--- src/design/assert_macros.svh ---
`ifndef ASSERT_MACROS_SVH
`define ASSERT_MACROS_SVH

// Checks a property on every rising clock edge outside reset.
`define ASSERT_CLK(lbl, clk, rst_n, prop) \
    lbl: assert property (@(posedge clk) disable iff (!rst_n) prop) \
        else $error("assertion failed");

// Checks that a condition never holds on a rising clock edge outside reset.
`define ASSERT_NEVER(lbl, clk, rst_n, cond) \
    lbl: assert property (@(posedge clk) disable iff (!rst_n) !(cond)) \
        else $error("forbidden condition seen");

`endif

--- src/design/ipvtv_pkg.sv ---
package ipvtv_pkg;

    localparam int unsigned CHAR_W = 8;
    localparam int unsigned OCTET_W = 8;
    localparam int unsigned DOTS_W = 2;
    localparam int unsigned PORT_W = 16;

    localparam logic [DOTS_W-1:0] MAX_DOTS = 2'd3;
    localparam logic [11:0] MAX_OCTET = 12'd255;
    localparam logic [19:0] PORT_LIMIT = 20'd65535;
    localparam logic [PORT_W-1:0] PORT_FLOOR = 16'd1;

    localparam logic [CHAR_W-1:0] CHAR_NUL = 8'h00;
    localparam logic [CHAR_W-1:0] CHAR_DOT = 8'h2E;
    localparam logic [CHAR_W-1:0] CHAR_ZERO = 8'h30;
    localparam logic [CHAR_W-1:0] CHAR_NINE = 8'h39;

    localparam logic KIND_ADDR = 1'b0;
    localparam logic KIND_PORT = 1'b1;

    typedef struct packed {
        logic [OCTET_W-1:0] octet_value;
        logic [DOTS_W-1:0] dot_count;
        logic digit_seen;
        logic [PORT_W-1:0] port_value;
        logic in_port_phase;
        logic failed;
    } parse_state_t;

    localparam parse_state_t STATE_RESET = '0;

    // Result of one character: whether it ends a pair, and the verdict.
    typedef struct packed {
        logic emit;
        logic ok;
    } step_res_t;

    function automatic logic is_digit(input logic [CHAR_W-1:0] c);
        return (c >= CHAR_ZERO) && (c <= CHAR_NINE);
    endfunction

endpackage

--- src/design/ipv4_port_text_validator_unit.sv ---
// Checks an IPv4 dotted-quad address text followed by a decimal port text, one character
// per beat, each string ended by a NUL; the port's NUL yields one valid_res beat (1 when
// four octets of at most 255 and a port from 1 to 65535 were seen) and the unit starts over.
// One character is taken every cycle when the output is drained; out_valid is registered
// and rises after the terminating character, held in the input register, fires while the
// output slot is free. The rate is set by the update of the parse state register
// (multiply by ten, add, compare), and stalls on out_ready back up through the input register.
`include "assert_macros.svh"

module ipv4_port_text_validator_unit
    import ipvtv_pkg::*;
(
    input  logic              clk,
    input  logic              rst_n,
    input  logic              in_valid,
    output logic              in_ready,
    input  logic              kind,
    input  logic [CHAR_W-1:0] text_char,
    output logic              out_valid,
    input  logic              out_ready,
    output logic              valid_res
);

    logic              held_valid;
    logic              held_kind;
    logic [CHAR_W-1:0] held_char;
    logic              slot_free;
    logic              fire;
    step_res_t         res;

    assign fire = held_valid && slot_free;

    ipvtv_in_stage u_in_stage (
        .clk        (clk),
        .rst_n      (rst_n),
        .in_valid   (in_valid),
        .in_ready   (in_ready),
        .kind       (kind),
        .text_char  (text_char),
        .take       (fire),
        .held_valid (held_valid),
        .held_kind  (held_kind),
        .held_char  (held_char)
    );

    ipvtv_core u_core (
        .clk       (clk),
        .rst_n     (rst_n),
        .fire      (fire),
        .kind      (held_kind),
        .text_char (held_char),
        .res       (res)
    );

    ipvtv_out_stage u_out_stage (
        .clk       (clk),
        .rst_n     (rst_n),
        .fire      (fire),
        .res       (res),
        .slot_free (slot_free),
        .out_valid (out_valid),
        .out_ready (out_ready),
        .valid_res (valid_res)
    );

    `ASSERT_CLK(a_stall_holds_input, clk, rst_n, held_valid && !fire |=> held_valid && $stable(held_char))

endmodule

--- src/design/ipvtv_in_stage.sv ---
`include "assert_macros.svh"

module ipvtv_in_stage
    import ipvtv_pkg::*;
(
    input  logic              clk,
    input  logic              rst_n,
    input  logic              in_valid,
    output logic              in_ready,
    input  logic              kind,
    input  logic [CHAR_W-1:0] text_char,
    input  logic              take,
    output logic              held_valid,
    output logic              held_kind,
    output logic [CHAR_W-1:0] held_char
);

    logic              valid_reg;
    logic              valid_next;
    logic              kind_reg;
    logic [CHAR_W-1:0] char_reg;

    // The held beat can be replaced in the same cycle it is consumed.
    assign in_ready = !valid_reg || take;

    always_comb
    begin
        valid_next = valid_reg;
        if (in_ready)
        begin
            valid_next = in_valid;
        end
    end

    always_ff @(posedge clk or negedge rst_n)
    begin
        if (!rst_n)
        begin
            valid_reg <= 1'b0;
        end
        else
        begin
            valid_reg <= valid_next;
        end
    end

    always_ff @(posedge clk)
    begin
        if (in_ready && in_valid)
        begin
            kind_reg <= kind;
            char_reg <= text_char;
        end
    end

    assign held_valid = valid_reg;
    assign held_kind = kind_reg;
    assign held_char = char_reg;

    `ASSERT_NEVER(a_take_without_beat, clk, rst_n, take && !valid_reg)

endmodule

--- src/design/ipvtv_core.sv ---
`include "assert_macros.svh"

module ipvtv_core
    import ipvtv_pkg::*;
(
    input  logic              clk,
    input  logic              rst_n,
    input  logic              fire,
    input  logic              kind,
    input  logic [CHAR_W-1:0] text_char,
    output step_res_t         res
);

    parse_state_t state_reg;
    parse_state_t state_next;

    always_comb
    begin
        parse_state_t s;
        step_res_t    r;
        logic [11:0]  octet_sum;
        logic [19:0]  port_sum;
        logic [3:0]   digit;

        s = state_reg;
        r = '0;
        digit = text_char[3:0] - CHAR_ZERO[3:0];
        octet_sum = {1'b0, s.octet_value, 3'b000} + {3'b000, s.octet_value, 1'b0}
                    + {8'd0, digit};
        port_sum = {1'b0, s.port_value, 3'b000} + {3'b000, s.port_value, 1'b0}
                   + {16'd0, digit};

        if (kind == KIND_ADDR)
        begin
            if (s.in_port_phase)
            begin
                s.failed = 1'b1;
            end
            else if (text_char == CHAR_NUL)
            begin
                if (!(s.dot_count == MAX_DOTS && s.digit_seen))
                begin
                    s.failed = 1'b1;
                end
                s.in_port_phase = 1'b1;
                s.port_value = '0;
            end
            else if (!s.failed)
            begin
                if (is_digit(text_char))
                begin
                    if (octet_sum > MAX_OCTET)
                    begin
                        s.failed = 1'b1;
                    end
                    else
                    begin
                        s.octet_value = octet_sum[OCTET_W-1:0];
                        s.digit_seen = 1'b1;
                    end
                end
                else if (text_char == CHAR_DOT)
                begin
                    if (!s.digit_seen || s.dot_count == MAX_DOTS)
                    begin
                        s.failed = 1'b1;
                    end
                    else
                    begin
                        s.dot_count = s.dot_count + 2'd1;
                        s.digit_seen = 1'b0;
                        s.octet_value = '0;
                    end
                end
                else
                begin
                    s.failed = 1'b1;
                end
            end
        end
        else
        begin
            // A port beat during the address marks the pair bad and starts the port.
            if (!s.in_port_phase)
            begin
                s.failed = 1'b1;
                s.in_port_phase = 1'b1;
                s.port_value = '0;
            end
            if (text_char == CHAR_NUL)
            begin
                r.emit = 1'b1;
                r.ok = !s.failed && (s.port_value >= PORT_FLOOR);
                s = STATE_RESET;
            end
            else if (!s.failed)
            begin
                if (is_digit(text_char) && (port_sum <= PORT_LIMIT))
                begin
                    s.port_value = port_sum[PORT_W-1:0];
                end
                else
                begin
                    s.failed = 1'b1;
                end
            end
        end

        state_next = fire ? s : state_reg;
        res = r;
    end

    always_ff @(posedge clk or negedge rst_n)
    begin
        if (!rst_n)
        begin
            state_reg <= STATE_RESET;
        end
        else
        begin
            state_reg <= state_next;
        end
    end

    `ASSERT_CLK(a_reset_after_pair, clk, rst_n, fire && res.emit |=> state_reg == STATE_RESET)
    `ASSERT_CLK(a_port_idle_in_addr, clk, rst_n, !state_reg.in_port_phase |-> state_reg.port_value == '0)
    `ASSERT_CLK(a_empty_octet_zero, clk, rst_n, !state_reg.digit_seen |-> state_reg.octet_value == '0)

endmodule

--- src/design/ipvtv_out_stage.sv ---
`include "assert_macros.svh"

module ipvtv_out_stage
    import ipvtv_pkg::*;
(
    input  logic       clk,
    input  logic       rst_n,
    input  logic       fire,
    input  step_res_t  res,
    output logic       slot_free,
    output logic       out_valid,
    input  logic       out_ready,
    output logic       valid_res
);

    logic out_valid_reg;
    logic out_valid_next;
    logic valid_res_reg;

    assign slot_free = !out_valid_reg || out_ready;

    always_comb
    begin
        out_valid_next = out_valid_reg;
        if (out_ready)
        begin
            out_valid_next = 1'b0;
        end
        if (fire && res.emit)
        begin
            out_valid_next = 1'b1;
        end
    end

    always_ff @(posedge clk or negedge rst_n)
    begin
        if (!rst_n)
        begin
            out_valid_reg <= 1'b0;
        end
        else
        begin
            out_valid_reg <= out_valid_next;
        end
    end

    always_ff @(posedge clk)
    begin
        if (fire && res.emit)
        begin
            valid_res_reg <= res.ok;
        end
    end

    assign out_valid = out_valid_reg;
    assign valid_res = valid_res_reg;

    `ASSERT_NEVER(a_no_overwrite, clk, rst_n, fire && res.emit && out_valid_reg && !out_ready)

endmodule

--- config.mk ---
export PLATFORM = sky130hd
export DESIGN_NAME = ipv4_port_text_validator_unit
export DESIGN_NICKNAME = d
export VERILOG_FILES = /design/src/design/ipvtv_pkg.sv /design/src/design/ipv4_port_text_validator_unit.sv /design/src/design/ipvtv_in_stage.sv /design/src/design/ipvtv_core.sv /design/src/design/ipvtv_out_stage.sv
export VERILOG_INCLUDE_DIRS = /design/src /design/src/design
export SDC_FILE = /design/constraint.sdc
export NUM_CORES = 1
export LEC_CHECK = 0
export ABC_AREA = 0
export BUFFER_PORTS_ARGS = -buffer_cell sky130_fd_sc_hd__buf_2
export CORE_AREA = 3 3 93 95
export CTS_CLUSTER_SIZE = 28
export DETAILED_ROUTE_END_ITERATION = 16
export DIE_AREA = 0 0 96 98
export GPL_ROUTABILITY_DRIVEN = 0
export GPL_TIMING_DRIVEN = 0
export MAX_ROUTING_LAYER = met4
export PLACE_DENSITY_LB_ADDON = 0.12
export SLEW_MARGIN = 20
export SYNTH_ARGS = -nofsm -noshare
export SYNTH_HDL_FRONTEND = slang
export SYNTH_SLANG_ARGS = --single-unit
--- constraint.sdc ---
create_clock -name clk -period 3.4 [get_ports clk]
set_input_delay 0.17 -clock clk [delete_from_list [all_inputs] [get_ports clk]]
set_output_delay 0.17 -clock clk [all_outputs]
set_load 0.05 [all_outputs]
==> flow_summary_export.csv <==
group,metric,value,unit
status,status,"finished, violations left",
status,failed_checks,"negative setup slack",
floorplan,core-area,7807,um2
drt,dr.pass1.iters,4,
drt,vias_per_cell,5.718,
clock_tree,cts_num_sinks,41,
layout,largest_reg_flops,29,
global_route,grt_max_degree,32,
synth,synth-edff-count,10,
drt,ant_nets,0,
setup_path,max_stage_delay,0.57,ns
timing,drv_slew,0,
layout,syn_to_final_growth,21.73,%
synth,async_flop_share,75.61,%
setup_path,reg2reg_from,"u_core.state_reg[17]",
timing,finalSetupTns,-0.08942,ns
timing,hold_viol,0,
drt,drt_iter0_drc,114,
global_route,track_usage,18.15,%
placement,port_buffers,15,
clock_tree,cts_tree,"built",
synth,syn_area,3231,um2
drt,wl_per_cell,16.12,um
clock_tree,clkTransAtPathRegs,0.08,ns
setup_path,cpLargestDelayFamily,"simple AND/OR/NAND/NOR gates",
synth,yosys_warnings,0,
floorplan,design.die.area,9408,um2
synth,ys_types,55,
layout,drive_gt1_share,24.93,%
global_route,antenna_found_initial,0,
global_route,grt_remaining_overflow,0,
synth,synth_ff_type,"dfrtp_1",
setup_path,cp.depth,11,
layout,layout.nets,432,
timing,rsz0062_at_grt,"yes",
placement,placed_area,3438,um2
synth,ys_ff_latch,41,
layout,finalInstanceArea,3933,um2
floorplan,start_util,41.38,%
setup_path,crit_path_top_delay_cell,"or4_4",
global_route,grt_pass1_wl,13.28,mm
setup_path,reg2regPathDepth,11,
timing,max-slew-margin-rel,51.32,%
floorplan,die_w,96,um
setup_path,crit_arrival,3.66,ns
clock_tree,cts_buffers,5,
clock_tree,clk_latency,0.30,ns
synth,syn_nets,389,
clock_tree,htree_levels,2,
setup_path,critPathLaunch,"u_core.state_reg[17]",
timing,setup_violations,8,
timing,tightest_slew,0.7302,ns
synth,syn_area_per_cell,9.940,um2
setup_path,crit_required,3.64,ns
timing,fin_ws,-0.02422,ns
clock_tree,cts_buffer_depth,2,
setup_path,crit_path_cell_trace,"ha_1 -> ha_1 -> a21o_1 -> a21oi_2 -> nor2_1 -> or4_1 -> a21o_1 -> or4_4 -> nor3_4 -> buf_6 -> a22o_1",
floorplan,io_pins,16,
setup_path,crit_path_end_kind,"register",
floorplan,placementRows,32,
pwr,p_per_area,281.3,nW/um2
layout,fin_util,50.37,%
synth,ys_seq_area_share,33.31,%
setup_path,crit_buf_inv,1,
min_path,min_path_type,"in -> reg",
timing,fin_crit_sh,100.7,%
drt,drc,0,
setup_path,cp-endpoint,"u_core.state_reg[5]",
pwr,vdd_drop_max,0.3080,mV
drt,routed_wirelength,7.594,mm
drt,vias,2693,
setup_path,rrSetupSlack,-0.02,ns
placement,hpwl,5.589,mm
timing,skew,0.008461,ns
clock_tree,cts-root-buf,"clkbuf_8",
setup_path,r2r_end,"u_core.state_reg[5]",
floorplan,die-height,98,um
global_route,grt_pass1_vias,2676,
flow_run,cap_violations,0,
layout,fillCellCount,744,
pwr,power.leakage,1.952,nW
timing,final.min_clock_period,3.424,ns
timing,fmax,292.0,MHz
setup_path,crit_path_start_kind,"register",
synth,syn_inst,325,
layout,antenna_cells,0,
setup_path,crit_path_max_fanout,8,
setup_path,worstSetupPathType,"reg -> reg",
## how the worst min path moves through the flow
stage	startpoint	to	cells past startpoint
after global placement	rst_n	u_core.state_reg[28]	1
after global routing	text_char[3]	u_in_stage.held_char[3]	1
final	text_char[6]	u_in_stage.held_char[6]	1
after detailed placement	rst_n	u_core.state_reg[28]	1
after floorplan	rst_n	u_core.state_reg[0]	0
after CTS	text_char[0]	u_in_stage.held_char[0]	1
## through the flow
stage               hold WS [ns]  cells  setup WS [ns]  total power [mW]
CTS                      0.03458    465        -0.1146             1.071
global placement          0.2772    442        -0.8616            0.7140
floorplan                -0.1256    325       0.008078            0.6699
detailed placement        0.2780    442        -0.8282            0.7185
finish                   0.04582    471       -0.02422             1.106
global route             0.02885    471        -0.2079             1.170
## cell type report
| cell class | count | area, um2 | area share (%) |
|---|---|---|---|
| Clock buffer | 6 | 82.58 | 2.100 |
| Tap cell | 102 | 127.6 | 3.245 |
| Inverter | 14 | 52.55 | 1.336 |
| Buffer | 7 | 42.54 | 1.082 |
| Clock inverter | 2 | 13.76 | 0.3500 |
| Timing Repair Buffer | 37 | 262.8 | 6.682 |
| Sequential cell | 41 | 1077 | 27.39 |
| Multi-Input combinational cell | 262 | 2273 | 57.81 |
## synth_stat cells (6+ instances only)
library cell / instances / area share (%)
inv_1: 14 / 1.6
nand4_1: 7 / 1.4
xnor2_1: 7 / 1.9
dfrtp_1: 31 / 24
edfxtp_1: 10 / 9.3
a21oi_1: 16 / 2.5
a22o_1: 13 / 3.5
a211oi_1: 7 / 1.6
mux2_2: 6 / 2.1
xor2_1: 9 / 2.4
o21ai_0: 10 / 1.5
mux2i_1: 6 / 1.9
nor3_1: 7 / 1.1
ha_1: 47 / 18
a21o_1: 10 / 2.3
nor2_1: 27 / 3.1
nand2_1: 22 / 2.6
## routing by layer
| metal | wire length, um | share of wire (%) | GRT usage (%) | up-vias |
|---|---|---|---|---|
| li1 | - | - | - | 1323 |
| met1 | 3856 | 51 | 26.72 | 1313 |
| met2 | 3362 | 44 | 25.76 | 45 |
| met3 | 225 | 3.0 | 2.773 | 12 |
| met4 | 149 | 2.0 | 5.033 | 0 |
| met5 | 0 | 0 | - | - |
## cell families (layout without fill, tap and decap cells)
kind of cell	after synthesis	count (layout)	synth area share (%)
and+or+nand+nor	93	93	14.95
DFF	41	41	33.31
muxes	12	12	3.950
xor gates and xnor gates	16	16	4.338
buffers and inverters	22	66	2.866
adders and majority gates	51	51	20.68
AOI/OAI and AO/OA	90	90	19.91
## placed cells by master, fill, tap and decap left out, drive strengths merged, types with 4 or more instances in the layout
cell,n
ha,47
buf,39
dfrtp,31
nor2,27
nand2,22
a21oi,18
a22o,16
inv,14
o21ai,13
edfxtp,10
a21o,10
clkbuf,10
xor2,9
nor3,8
nand4,7
xnor2,7
a211oi,7
mux2i,6
mux2,6
o21a,5
nor4,5
nand3,4
o211ai,4
or4,4
fa,4
## power breakdown
group	internal [mW]	switching (mW)
clock network	0.165	0.174
registers	0.521	0.0135
logic	0.111	0.122
## what timing repair did
action | in CTS | in global routing
pin swaps | 27 | 13
cloned | 1 | 0
gates resized for setup | 30 | 16
buffers inserted | 13 | 8
hold buffers | 1 | 0
endpoints found under the hold margin | 31 | 0
setup endpoints to repair | 26 | 25
(Power assumes the default switching activity.)
